`src/sv/pushdown_automaton_recognizer_top_defines.svh`:
```
// Assertion helpers for the pushdown automaton recognizer.
// Each macro expects clk and rst_n to be visible where it is used.
`ifndef PUSHDOWN_AUTOMATON_RECOGNIZER_TOP_DEFINES_SVH
`define PUSHDOWN_AUTOMATON_RECOGNIZER_TOP_DEFINES_SVH

// Consequent must hold in the same cycle as the antecedent.
`define PDA_ASSERT_IMPLY(label, ante, cons, msg) \
    label: assert property (@(posedge clk) disable iff (!rst_n) (ante) |-> (cons)) \
        else $error(msg);

// Consequent must hold in the cycle after the antecedent.
`define PDA_ASSERT_NEXT(label, ante, cons, msg) \
    label: assert property (@(posedge clk) disable iff (!rst_n) (ante) |=> (cons)) \
        else $error(msg);

`endif

```
`src/sv/pda_pkg.sv`:
```
package pda_pkg;

    // Sizing of the automaton.
    localparam int TABLE_DEPTH = 32;
    localparam int STACK_DEPTH = 64;
    localparam int STATE_COUNT = 16;
    localparam int MAX_PUSH    = 4;
    localparam int QUEUE_DEPTH = 2;

    // Derived widths and limits.
    localparam int PUSH_FIELDS = 4;
    localparam int PUSH_LIMIT  = (MAX_PUSH < PUSH_FIELDS) ? MAX_PUSH : PUSH_FIELDS;
    localparam int TBL_AW      = $clog2(TABLE_DEPTH);
    localparam int STK_AW      = $clog2(STACK_DEPTH);
    localparam int SP_W        = $clog2(STACK_DEPTH + 1);
    localparam int QA_W        = (QUEUE_DEPTH > 1) ? $clog2(QUEUE_DEPTH) : 1;
    localparam int QC_W        = $clog2(QUEUE_DEPTH + 1);

    // Special symbols.
    localparam logic [7:0] NO_SYMBOL   = 8'd126;
    localparam logic [7:0] BOTTOM_MARK = 8'd90;

    // Operation codes of an input item.
    localparam logic [1:0] OP_LOAD  = 2'd0;
    localparam logic [1:0] OP_START = 2'd1;
    localparam logic [1:0] OP_FEED  = 2'd2;

    // Result status codes.
    localparam logic [2:0] STATUS_RUN    = 3'd0;
    localparam logic [2:0] STATUS_ACCEPT = 3'd1;
    localparam logic [2:0] STATUS_REJECT = 3'd2;
    localparam logic [2:0] STATUS_OVERFL = 3'd3;
    localparam logic [2:0] STATUS_EMPTY  = 3'd4;

    typedef struct packed {
        logic [1:0] operation;
        logic [4:0] entry_index;
        logic [3:0] from_state;
        logic [3:0] to_state;
        logic [7:0] in_symbol;
        logic [7:0] pop_symbol;
        logic [7:0] push_first;
        logic [7:0] push_second;
        logic [7:0] push_third;
        logic [7:0] push_fourth;
        logic       last_symbol;
    } item_t;

    typedef struct packed {
        logic [2:0] status;
        logic [3:0] current_state;
        logic [7:0] stack_top;
        logic [6:0] stack_depth;
    } result_t;

    // One transition rule; push[0] is pushed first.
    typedef struct packed {
        logic [3:0]                  from_state;
        logic [3:0]                  to_state;
        logic [7:0]                  sym;
        logic [7:0]                  need_top;
        logic [PUSH_FIELDS-1:0][7:0] push;
    } rule_t;

    typedef enum logic [1:0] {
        CMD_NOP,
        CMD_LOAD,
        CMD_START,
        CMD_FEED
    } cmd_kind_t;

    // Classified command passed from the front to the back.
    typedef struct packed {
        cmd_kind_t  kind;
        logic [4:0] entry_index;
        rule_t      rule;
        logic       last;
    } cmd_t;

    typedef enum logic [3:0] {
        BS_IDLE,
        BS_EXEC,
        BS_SELECT,
        BS_APPLY,
        BS_PUSH,
        BS_FETCH,
        BS_FILL,
        BS_FINISH,
        BS_REPORT
    } back_state_t;

endpackage

```
`src/sv/pda_front.sv`:
```
module pda_front (
    input  logic          start,
    input  pda_pkg::item_t item,
    input  logic          q_full,
    output logic          q_push,
    output pda_pkg::cmd_t  cmd
);
    import pda_pkg::*;

    logic load_ok;

    // A load is kept only when its index and both states are in range.
    assign load_ok = ({1'b0, item.entry_index} < (TABLE_DEPTH))
                  && ({1'b0, item.from_state} < (STATE_COUNT))
                  && ({1'b0, item.to_state} < (STATE_COUNT));

    // Every accepted item becomes one queue entry.
    assign q_push = start && !q_full;

    // Classify the item and pack its payload for the back end.
    always_comb
    begin
        cmd.entry_index      = item.entry_index;
        cmd.rule.from_state  = item.from_state;
        cmd.rule.to_state    = item.to_state;
        cmd.rule.sym         = item.in_symbol;
        cmd.rule.need_top    = item.pop_symbol;
        cmd.rule.push[0]     = item.push_first;
        cmd.rule.push[1]     = item.push_second;
        cmd.rule.push[2]     = item.push_third;
        cmd.rule.push[3]     = item.push_fourth;
        cmd.last             = item.last_symbol;
        case (item.operation)
            OP_LOAD:  cmd.kind = load_ok ? CMD_LOAD : CMD_NOP;
            OP_START: cmd.kind = CMD_START;
            OP_FEED:  cmd.kind = CMD_FEED;
            default:  cmd.kind = CMD_NOP;
        endcase
    end

endmodule

```
`src/sv/pda_queue.sv`:
```
module pda_queue (
    input  logic          clk,
    input  logic          rst_n,
    input  logic          push,
    input  pda_pkg::cmd_t  push_cmd,
    input  logic          pop,
    output logic          full,
    output logic          head_valid,
    output pda_pkg::cmd_t  head_cmd
);
    import pda_pkg::*;

    cmd_t            entry_reg [QUEUE_DEPTH];
    logic [QA_W-1:0] wr_ptr_reg, wr_ptr_next;
    logic [QA_W-1:0] rd_ptr_reg, rd_ptr_next;
    logic [QC_W-1:0] count_reg, count_next;
    logic            do_pop;

    assign full       = (count_reg == QC_W'(QUEUE_DEPTH));
    assign head_valid = (count_reg != '0);
    assign head_cmd   = entry_reg[rd_ptr_reg];
    assign do_pop     = pop && head_valid;

    // Pointer and fill count updates, with wrap at the queue depth.
    always_comb
    begin
        wr_ptr_next = wr_ptr_reg;
        rd_ptr_next = rd_ptr_reg;
        count_next  = count_reg;
        if (push)
        begin
            wr_ptr_next = (wr_ptr_reg == QA_W'(QUEUE_DEPTH - 1)) ? '0 : wr_ptr_reg + 1'b1;
        end
        if (do_pop)
        begin
            rd_ptr_next = (rd_ptr_reg == QA_W'(QUEUE_DEPTH - 1)) ? '0 : rd_ptr_reg + 1'b1;
        end
        if (push && !do_pop)
        begin
            count_next = count_reg + 1'b1;
        end
        else if (!push && do_pop)
        begin
            count_next = count_reg - 1'b1;
        end
    end

    always_ff @(posedge clk or negedge rst_n)
    begin
        if (!rst_n)
        begin
            wr_ptr_reg <= '0;
            rd_ptr_reg <= '0;
            count_reg  <= '0;
        end
        else
        begin
            wr_ptr_reg <= wr_ptr_next;
            rd_ptr_reg <= rd_ptr_next;
            count_reg  <= count_next;
        end
    end

    // Queue payload storage.
    always_ff @(posedge clk)
    begin
        if (push)
        begin
            entry_reg[wr_ptr_reg] <= push_cmd;
        end
    end

endmodule

```
`src/sv/pda_back.sv`:
```
module pda_back (
    input  logic            clk,
    input  logic            rst_n,
    input  logic            cfg_we,
    input  logic [3:0]      cfg_data,
    input  logic            q_valid,
    input  pda_pkg::cmd_t    q_cmd,
    output logic            q_pop,
    output logic            done,
    output pda_pkg::result_t result
);
    import pda_pkg::*;

    back_state_t state_reg, state_next;

    // Configuration and automaton state.
    logic [3:0]             init_reg;
    cmd_t                   cmd_reg, cmd_next;
    logic [3:0]             mstate_reg, mstate_next;
    logic [SP_W-1:0]        sp_reg, sp_next;
    logic [7:0]             top_reg, top_next;
    logic                   dead_reg, dead_next;
    logic [2:0]             status_reg, status_next;

    // Transition work registers.
    logic [TABLE_DEPTH-1:0] match_reg, match_next;
    logic [TBL_AW-1:0]      hit_idx_reg, hit_idx_next;
    logic                   hit_reg, hit_next;
    logic [PUSH_FIELDS-1:0][7:0] push_reg, push_next;
    logic [1:0]             k_reg, k_next;

    // Transition table with per-entry valid bits.
    rule_t                  table_reg [TABLE_DEPTH];
    logic [TABLE_DEPTH-1:0] valid_reg, valid_next;
    logic                   tbl_we;

    // Symbol stack memory.
    logic [7:0]             stack_mem [STACK_DEPTH];
    logic                   stk_we;
    logic [STK_AW-1:0]      stk_waddr;
    logic [7:0]             stk_wdata;
    logic [STK_AW-1:0]      stk_raddr;
    logic [7:0]             rd_reg;

    // Combinational helpers.
    logic [TABLE_DEPTH-1:0] match_vec;
    rule_t                  hit_rule;
    logic [2:0]             push_cnt;
    logic [SP_W:0]          new_depth;
    logic [7:0]             cur_push;

    assign q_pop = (state_reg == BS_IDLE) && q_valid;
    assign done  = (state_reg == BS_REPORT);

    // Report the current automaton; the top reads as zero on an empty stack.
    always_comb
    begin
        result.status        = status_reg;
        result.current_state = mstate_reg;
        result.stack_top     = (sp_reg == '0) ? 8'd0 : top_reg;
        result.stack_depth   = 7'(sp_reg);
    end

    // Compare every table entry against state, fed symbol and stack top.
    always_comb
    begin
        for (int i = 0; i < TABLE_DEPTH; i++)
        begin
            match_vec[i] = valid_reg[i]
                        && (table_reg[i].from_state == mstate_reg)
                        && (table_reg[i].sym == cmd_reg.rule.sym)
                        && (table_reg[i].need_top == top_reg);
        end
    end

    // Count the push fields that carry a symbol, then check the stack bound.
    assign hit_rule = table_reg[hit_idx_reg];
    always_comb
    begin
        push_cnt = '0;
        for (int k = 0; k < PUSH_FIELDS; k++)
        begin
            if ((k < PUSH_LIMIT) && (hit_rule.push[k] != NO_SYMBOL))
            begin
                push_cnt = push_cnt + 3'd1;
            end
        end
        new_depth = {1'b0, sp_reg} - 1'b1 + (SP_W + 1)'(push_cnt);
    end

    assign cur_push  = push_reg[k_reg];
    assign stk_raddr = STK_AW'(sp_reg - 1'b1);

    // Next-state logic of the sequencer.
    always_comb
    begin
        state_next = state_reg;
        case (state_reg)
            BS_IDLE:
            begin
                if (q_valid)
                begin
                    state_next = BS_EXEC;
                end
            end
            BS_EXEC:
            begin
                if ((cmd_reg.kind == CMD_FEED) && !dead_reg && (sp_reg != '0))
                begin
                    state_next = BS_SELECT;
                end
                else
                begin
                    state_next = BS_REPORT;
                end
            end
            BS_SELECT:
            begin
                state_next = BS_APPLY;
            end
            BS_APPLY:
            begin
                if (!hit_reg || (new_depth > (SP_W + 1)'(STACK_DEPTH)))
                begin
                    state_next = BS_REPORT;
                end
                else if (push_cnt == '0)
                begin
                    state_next = BS_FETCH;
                end
                else
                begin
                    state_next = BS_PUSH;
                end
            end
            BS_PUSH:
            begin
                if (k_reg == 2'(PUSH_LIMIT - 1))
                begin
                    state_next = BS_FINISH;
                end
            end
            BS_FETCH:
            begin
                state_next = (sp_reg == '0) ? BS_FINISH : BS_FILL;
            end
            BS_FILL:
            begin
                state_next = BS_FINISH;
            end
            BS_FINISH:
            begin
                state_next = BS_REPORT;
            end
            BS_REPORT:
            begin
                state_next = BS_IDLE;
            end
            default:
            begin
                state_next = BS_IDLE;
            end
        endcase
    end

    // Datapath updates and memory controls for each sequencer step.
    always_comb
    begin
        cmd_next     = cmd_reg;
        mstate_next  = mstate_reg;
        sp_next      = sp_reg;
        top_next     = top_reg;
        dead_next    = dead_reg;
        status_next  = status_reg;
        match_next   = match_reg;
        hit_idx_next = hit_idx_reg;
        hit_next     = hit_reg;
        push_next    = push_reg;
        k_next       = k_reg;
        valid_next   = valid_reg;
        tbl_we       = 1'b0;
        stk_we       = 1'b0;
        stk_waddr    = STK_AW'(sp_reg);
        stk_wdata    = cur_push;
        case (state_reg)
            BS_IDLE:
            begin
                if (q_valid)
                begin
                    cmd_next = q_cmd;
                end
            end
            BS_EXEC:
            begin
                status_next = STATUS_RUN;
                match_next  = match_vec;
                case (cmd_reg.kind)
                    CMD_LOAD:
                    begin
                        tbl_we = 1'b1;
                        valid_next[TBL_AW'(cmd_reg.entry_index)] = 1'b1;
                    end
                    CMD_START:
                    begin
                        stk_we      = 1'b1;
                        stk_waddr   = '0;
                        stk_wdata   = BOTTOM_MARK;
                        sp_next     = SP_W'(1);
                        top_next    = BOTTOM_MARK;
                        mstate_next = ({1'b0, init_reg} < (STATE_COUNT)) ? init_reg : 4'd0;
                        dead_next   = 1'b0;
                    end
                    CMD_FEED:
                    begin
                        if (dead_reg)
                        begin
                            status_next = STATUS_REJECT;
                        end
                        else if (sp_reg == '0)
                        begin
                            status_next = STATUS_EMPTY;
                            dead_next   = 1'b1;
                        end
                    end
                    default:
                    begin
                        status_next = STATUS_RUN;
                    end
                endcase
            end
            BS_SELECT:
            begin
                // Lowest matching index wins.
                hit_next     = |match_reg;
                hit_idx_next = '0;
                for (int i = TABLE_DEPTH - 1; i >= 0; i--)
                begin
                    if (match_reg[i])
                    begin
                        hit_idx_next = TBL_AW'(i);
                    end
                end
            end
            BS_APPLY:
            begin
                k_next    = '0;
                push_next = hit_rule.push;
                if (!hit_reg)
                begin
                    status_next = STATUS_REJECT;
                    dead_next   = 1'b1;
                end
                else if (new_depth > (SP_W + 1)'(STACK_DEPTH))
                begin
                    status_next = STATUS_OVERFL;
                    dead_next   = 1'b1;
                end
                else
                begin
                    mstate_next = hit_rule.to_state;
                    sp_next     = sp_reg - 1'b1;
                end
            end
            BS_PUSH:
            begin
                // One push field per cycle; empty fields are skipped.
                k_next = k_reg + 2'd1;
                if (cur_push != NO_SYMBOL)
                begin
                    stk_we   = 1'b1;
                    top_next = cur_push;
                    sp_next  = sp_reg + 1'b1;
                end
            end
            BS_FILL:
            begin
                top_next = rd_reg;
            end
            BS_FINISH:
            begin
                if (cmd_reg.last)
                begin
                    status_next = STATUS_ACCEPT;
                    dead_next   = 1'b1;
                end
            end
            default:
            begin
                status_next = status_reg;
            end
        endcase
    end

    // Control registers.
    always_ff @(posedge clk or negedge rst_n)
    begin
        if (!rst_n)
        begin
            state_reg  <= BS_IDLE;
            init_reg   <= '0;
            mstate_reg <= '0;
            sp_reg     <= '0;
            dead_reg   <= 1'b1;
            valid_reg  <= '0;
            status_reg <= STATUS_RUN;
        end
        else
        begin
            state_reg  <= state_next;
            mstate_reg <= mstate_next;
            sp_reg     <= sp_next;
            dead_reg   <= dead_next;
            valid_reg  <= valid_next;
            status_reg <= status_next;
            if (cfg_we)
            begin
                init_reg <= cfg_data;
            end
        end
    end

    // Payload registers.
    always_ff @(posedge clk)
    begin
        cmd_reg     <= cmd_next;
        top_reg     <= top_next;
        match_reg   <= match_next;
        hit_idx_reg <= hit_idx_next;
        hit_reg     <= hit_next;
        push_reg    <= push_next;
        k_reg       <= k_next;
    end

    // Transition table write port.
    always_ff @(posedge clk)
    begin
        if (tbl_we)
        begin
            table_reg[TBL_AW'(cmd_reg.entry_index)] <= cmd_reg.rule;
        end
    end

    // Stack memory: one write port, one registered read port.
    always_ff @(posedge clk)
    begin
        if (stk_we)
        begin
            stack_mem[stk_waddr] <= stk_wdata;
        end
        rd_reg <= stack_mem[stk_raddr];
    end

endmodule

```
`src/sv/pushdown_automaton_recognizer_top.sv`:
```
// Deterministic pushdown automaton. Items are taken whenever busy is low and
// land in a two-entry command queue; each item yields exactly one result,
// shown for one cycle while done is high, and the receiver cannot stall it.
// Load, start and unused items go straight from execution to the report in the
// back end, as does a symbol fed to a dead string or onto an empty stack. Any
// other fed symbol takes a registered table match, a priority pick and a bound
// check, which reports at once on a miss or overflow; else one push field per
// cycle through the single write port of the stack memory, or a registered read
// of the stack memory to restore the top when the transition pushes nothing.
// The sequencer works on one item at a time and takes the next only after the report.
`include "pushdown_automaton_recognizer_top_defines.svh"

module pushdown_automaton_recognizer_top (
    input  logic             clk,
    input  logic             rst_n,
    input  logic             start,
    output logic             busy,
    input  pda_pkg::item_t    item,
    input  logic             cfg_we,
    input  logic [3:0]       cfg_data,
    output logic             done,
    output pda_pkg::result_t  result
);
    import pda_pkg::*;

    logic q_push;
    logic q_full;
    logic q_pop;
    logic q_valid;
    cmd_t front_cmd;
    cmd_t head_cmd;

    // Conditions watched by the result checks.
    logic depth_zero;
    logic empty_report;
    logic empty_done;

    assign busy = q_full;

    // Front end: accept and classify items.
    pda_front u_front (
        .start  (start),
        .item   (item),
        .q_full (q_full),
        .q_push (q_push),
        .cmd    (front_cmd)
    );

    // Command queue between front and back.
    pda_queue u_queue (
        .clk        (clk),
        .rst_n      (rst_n),
        .push       (q_push),
        .push_cmd   (front_cmd),
        .pop        (q_pop),
        .full       (q_full),
        .head_valid (q_valid),
        .head_cmd   (head_cmd)
    );

    // Back end: table, stack and transition sequencer.
    pda_back u_back (
        .clk      (clk),
        .rst_n    (rst_n),
        .cfg_we   (cfg_we),
        .cfg_data (cfg_data),
        .q_valid  (q_valid),
        .q_cmd    (head_cmd),
        .q_pop    (q_pop),
        .done     (done),
        .result   (result)
    );

    assign depth_zero   = (result.stack_depth == '0);
    assign empty_report = done && depth_zero;
    assign empty_done   = done && (result.status == STATUS_EMPTY);

    // Consistency checks on the reported results.
    `PDA_ASSERT_NEXT(a_single_report, done, !done, "result strobe lasted more than one cycle")
    `PDA_ASSERT_IMPLY(a_depth_bound, done, result.stack_depth <= STACK_DEPTH, "depth above bound")
    `PDA_ASSERT_IMPLY(a_empty_top, empty_report, result.stack_top == '0, "empty stack has a top")
    `PDA_ASSERT_IMPLY(a_empty_status, empty_done, depth_zero, "empty status with symbols on stack")

endmodule
```
`config.mk`:
```
export PLATFORM = sky130hd
export DESIGN_NAME = pushdown_automaton_recognizer_top
export DESIGN_NICKNAME = d
export VERILOG_FILES = /design/src/sv/pda_pkg.sv /design/src/sv/pda_front.sv /design/src/sv/pda_queue.sv /design/src/sv/pda_back.sv /design/src/sv/pushdown_automaton_recognizer_top.sv
export VERILOG_INCLUDE_DIRS = /design/src /design/src/sv
export SDC_FILE = /design/constraint.sdc
export NUM_CORES = 2
export LEC_CHECK = 0
export ABC_CLOCK_PERIOD_IN_PS = 11400
export BUFFER_PORTS_ARGS = -buffer_cell sky130_fd_sc_hd__buf_2
export CAP_MARGIN = 15
export CELL_PAD_IN_SITES_DETAIL_PLACEMENT = 1
export CELL_PAD_IN_SITES_GLOBAL_PLACEMENT = 2
export CORE_ASPECT_RATIO = 0.9
export CORE_MARGIN = 2
export CORE_UTILIZATION = 55
export CTS_BUF_LIST = sky130_fd_sc_hd__clkbuf_4 sky130_fd_sc_hd__clkbuf_8
export DETAILED_ROUTE_END_ITERATION = 12
export GPL_TIMING_DRIVEN = 1
export PLACE_DENSITY = 0.95
export SETUP_SLACK_MARGIN = 0.1
export SYNTH_ARGS = -nofsm -noshare
export SYNTH_HDL_FRONTEND = slang
export SYNTH_SLANG_ARGS = --single-unit
```
`constraint.sdc`:
```
create_clock -name clk -period 11.4 [get_ports clk]
set_input_delay 1.71 -clock clk [delete_from_list [all_inputs] [get_ports clk]]
set_output_delay 1.71 -clock clk [all_outputs]
set_load 0.05 [all_outputs]
```
==> impl_metrics.sql <==
INSERT INTO impl_metrics (metric_group, metric, value, unit) VALUES
('job', 'maxCapViolCount', '0', ''),
('worst_setup_path', 'critical_path_peak_fanout', '88', ''),
('place', 'dp_worst_setup_slack', '3.01', 'ns'),
('clocking', 'tritoncts_num_sinks', '2643', ''),
('layout', 'final.fill_count', '15685', ''),
('sta', 'worst_slew_pin_slew', '1.30', 'ns'),
('floorplanning', 'io_pins', '96', ''),
('floorplanning', 'floorplan.core_area', '188000', 'sq um'),
('clocking', 'cts.repair.resized', '0', ''),
('worst_setup_path', 'path_class', 'reg2reg', ''),
('clocking', 'post_cts_buffers', '0', ''),
('global_routing', 'antenna_found_initial', '13', ''),
('power_and_ir_drop', 'irDropWorstVdd', '0.000246', 'V'),
('place', 'place_congestion', '0.828', ''),
('sta', 'postLayoutSetupSlackWorst', '2.38', 'ns'),
('worst_setup_path', 'critical_path_required', '12.31', 'ns'),
('place', 'hpwl', '156', 'mm'),
('global_routing', 'grt_start_max_net_pins', '136', ''),
('floorplanning', 'initial_core_util', '55.2', '%'),
('sta', 'relSlewSlack', '13.3', '%'),
('sta', 'min_period_over_period', '79.1', '%'),
('layout', 'final_non_filler_cell_total', '8343', ''),
('min_path', 'type_of_the_worst_min_delay_path', 'reg2reg', ''),
('logic_synthesis', 'synth_edf_count', '2576', ''),
('worst_setup_path', 'worstSetupEndpointType', 'flip-flop', ''),
('logic_synthesis', 'postSynthAreaPerCell', '20.3', 'sq um'),
('worst_setup_path', 'critical_path_data_arrival_time', '9.93', 'ns'),
('place', 'dpl.cell_count', '7597', ''),
('floorplanning', 'rows', '151', ''),
('sta', 'layout_min_cycle_time', '9.02', 'ns'),
('sta', 'fmaxAchievable', '111', 'MHz'),
('routing', 'drtPass1Iterations', '6', ''),
('layout', 'syn2layout_area_growth', '11.5', '%'),
('clocking', 'htree_levels', '5', ''),
('routing', 'drt_iter0_drc', '8401', ''),
('sta', 'total_setup_violations_reported_at_the_end_of_the_flow', '0', ''),
('floorplanning', 'fp.dieH', '416', 'microns'),
('logic_synthesis', 'synth_area', '103000', 'sq um'),
('layout', 'mostFrequentLayoutCell', 'sky130_fd_sc_hd__edfxtp_1', ''),
('layout', 'final_net_count', '5593', ''),
('worst_setup_path', 'worst_setup_path_start_kind', 'flip-flop', ''),
('clocking', 'worst_skew_pair.late_latency', '1.15', 'ns'),
('logic_synthesis', 'yosys_most_used_dff', 'sky130_fd_sc_hd__edfxtp_1', ''),
('clocking', 'cts.path.max_buffers', '4', ''),
('clocking', 'numCtsBuffers', '416', ''),
('routing', 'dr_total_vias', '56204', ''),
('logic_synthesis', 'postSynthCellCount', '5086', ''),
('logic_synthesis', 'async_flop_share', '2.23', '%'),
('routing', 'antenna_violating_nets_post_route', '0', ''),
('logic_synthesis', 'yosysSeqAreaShare', '76.3', '%'),
('global_routing', 'gr-total-overflow', '0', ''),
('power_and_ir_drop', 'power-per-cell-area', '238', 'nW/um^2'),
('clocking', 'tritoncts', 'yes', ''),
('layout', 'drive_above_1_share', '25.8', '%'),
('floorplanning', 'total_die_area', '192000', 'sq um'),
('sta', 'grt_setup_unrepaired', 'false', ''),
('routing', 'route.detailed.drc', '0', ''),
('logic_synthesis', 'ys_warn_count', '0', ''),
('sta', 'slew_viol_final', '0', ''),
('routing', 'routed_wirelength', '311', 'mm'),
('global_routing', 'groute.usage.overall', '32.7', '%'),
('layout', 'largest_register_ff_count', '1792', ''),
('global_routing', 'first_pass_grt_wire_length', '443', 'mm'),
('outcome', 'status', 'complete, no violations', ''),
('floorplanning', 'dieWidth', '461', 'microns'),
('logic_synthesis', 'synth_fp_nets', '5183', ''),
('place', 'portBuffers', '95', ''),
('routing', 'routed_wire_length_per_instance', '37.3', 'microns'),
('sta', 'hold_slack', '0.468', 'ns'),
('global_routing', 'grt_pass1_vias', '59440', ''),
('layout', 'commonest_cells_after_routing_fill_and_taps_aside', 'sky130_fd_sc_hd__edfxtp_1 (2576), sky130_fd_sc_hd__mux4_2 (455), sky130_fd_sc_hd__clkbuf_8 (442)', ''),
('routing', 'drt-vias-per-instance', '6.74', ''),
('sta', 'timing.clock.skew', '0.179', 'ns'),
('clocking', 'clkTransAtPathRegs', '0.06', 'ns'),
('logic_synthesis', 'synth-seq-cells', '2643', ''),
('logic_synthesis', 'netlist-cell-type-count', '72', ''),
('clocking', 'cts-hold-fix-buffers', '0', ''),
('power_and_ir_drop', 'power.static_leakage', '37.0', 'nW'),
('sta', 'totalNegativeSetupSlack', '0', 'ns'),
('sta', 'timing.final.hold_violations', '0', ''),
('clocking', 'clock-root-buffer', 'sky130_fd_sc_hd__clkbuf_8', '');
## layer usage
layer  vias up  track usage, %  wire, microns
met5         -               0             36
met1     29145            42.0         107000
li1      21262               -              -
met2      4698            52.5         152000
met3      1093            7.68          35300
met4         6            16.4          17200
## critical path, stage by stage (launching register included)
cell and delay (ns):
sky130_fd_sc_hd__edfxtp_1 0.46, sky130_fd_sc_hd__buf_12 0.54, sky130_fd_sc_hd__buf_4 0.67, sky130_fd_sc_hd__mux4_2 0.61, sky130_fd_sc_hd__mux4_2 0.49, sky130_fd_sc_hd__mux2i_1 0.30, sky130_fd_sc_hd__nor4_1 0.12, sky130_fd_sc_hd__buf_4 0.18
sky130_fd_sc_hd__nand4_1 0.32, sky130_fd_sc_hd__ha_1 0.39, sky130_fd_sc_hd__xnor2_1 0.33, sky130_fd_sc_hd__ha_1 0.32, sky130_fd_sc_hd__o21bai_1 0.20, sky130_fd_sc_hd__ha_1 0.26, sky130_fd_sc_hd__inv_1 0.07, sky130_fd_sc_hd__ha_1 0.20
sky130_fd_sc_hd__inv_1 0.10, sky130_fd_sc_hd__fa_1 0.46, sky130_fd_sc_hd__nand2b_1 0.16, sky130_fd_sc_hd__a21oi_1 0.22, sky130_fd_sc_hd__o21ai_1 0.14, sky130_fd_sc_hd__nor4b_1 0.18, sky130_fd_sc_hd__a2111oi_1 0.74, sky130_fd_sc_hd__a2111oi_0 0.20
sky130_fd_sc_hd__o21ai_0 0.58, sky130_fd_sc_hd__mux2_2 0.42
## final timing paths
check / start / endpoint / slack (ns) / cells after the start
setup / recovery: u_back.hit_idx_reg[0] / u_back.status_reg[2] / 2.38 / 25
min in group asynchronous: rst_n / u_back.valid_reg[26] / 0.64 / 1
max in group asynchronous: rst_n / u_back.sp_reg[0] / 9.38 / 2
hold reg to reg: u_back.valid_reg[7] / u_back.valid_reg[7] / 0.47 / 1
setup reg to reg: u_back.hit_idx_reg[0] / u_back.status_reg[2] / 2.38 / 25
hold / removal: u_back.valid_reg[7] / u_back.valid_reg[7] / 0.47 / 1
## cells in the mapped netlist, types with 24 or more instances
cell                          n  area [sq um]
sky130_fd_sc_hd__nor2_1     148           556
sky130_fd_sc_hd__or2_2       38           238
sky130_fd_sc_hd__xnor2_1    394          3450
sky130_fd_sc_hd__nand2_1     66           248
sky130_fd_sc_hd__nor4_1     111           694
sky130_fd_sc_hd__buf_1       41           154
sky130_fd_sc_hd__dfrtp_1     58          1450
sky130_fd_sc_hd__ha_1        24           300
sky130_fd_sc_hd__inv_1       49           184
sky130_fd_sc_hd__mux2i_1    118          1180
sky130_fd_sc_hd__clkbuf_1   102           383
sky130_fd_sc_hd__nand3_1     67           335
sky130_fd_sc_hd__buf_2       35           175
sky130_fd_sc_hd__xor2_1     261          2290
sky130_fd_sc_hd__edfxtp_1  2576         77400
sky130_fd_sc_hd__a21oi_1     51           255
sky130_fd_sc_hd__buf_6       30           338
sky130_fd_sc_hd__mux4_2     455         10200
sky130_fd_sc_hd__mux2_2      76           856
sky130_fd_sc_hd__nand4_1    113           707
sky130_fd_sc_hd__a22oi_1     33           248
## where the power goes
| part | leakage, nW | switching (mW) | total (mW) | internal [mW] |
|---|---|---|---|---|
| Clock | 4.30 | 3.93 | 8.17 | 4.25 |
| Sequential | 24.1 | 0.979 | 13.5 | 12.5 |
| Combinational | 8.63 | 3.91 | 5.86 | 1.96 |
| Total | 37.0 | 8.81 | 27.5 | 18.7 |
## final cells by class
cell class | count | area [sq um] | area share [%]
Tap cell | 2524 | 3160 | 2.74
Inverter | 52 | 198 | 0.171
Sequential cell | 2643 | 79000 | 68.5
Clock buffer | 582 | 7130 | 6.18
Clock inverter | 149 | 910 | 0.788
Antenna cell | 10 | 25.0 | 0.0217
Multi-Input combinational cell | 2159 | 23400 | 20.3
Timing Repair Buffer | 224 | 1550 | 1.34
## logic make-up (layout without fill, tap and decap cells)
family          after synthesis  count (layout)  share of synthesized area (%)
buf+inv                     284            1007                           1.40
flops                      2643            2643                           76.3
xor+xnor                    655             655                           5.54
simple gates                637             637                           3.32
mux                         649             649                           11.9
other cells                   0              10                              0
fa+ha+maj                    25              25                          0.310
compound gates              193             193                           1.23
## stage by stage
stage	instance area [sq um]	util [%]	power, mW
floorplan	103000	-	16.7
global placement	107000	57.2	18.7
detailed placement	107000	57.2	19.2
CTS	115000	61.4	27.4
global route	115000	61.5	28.1
finish	115000	61.5	27.5
(Power assumes the default switching activity.)
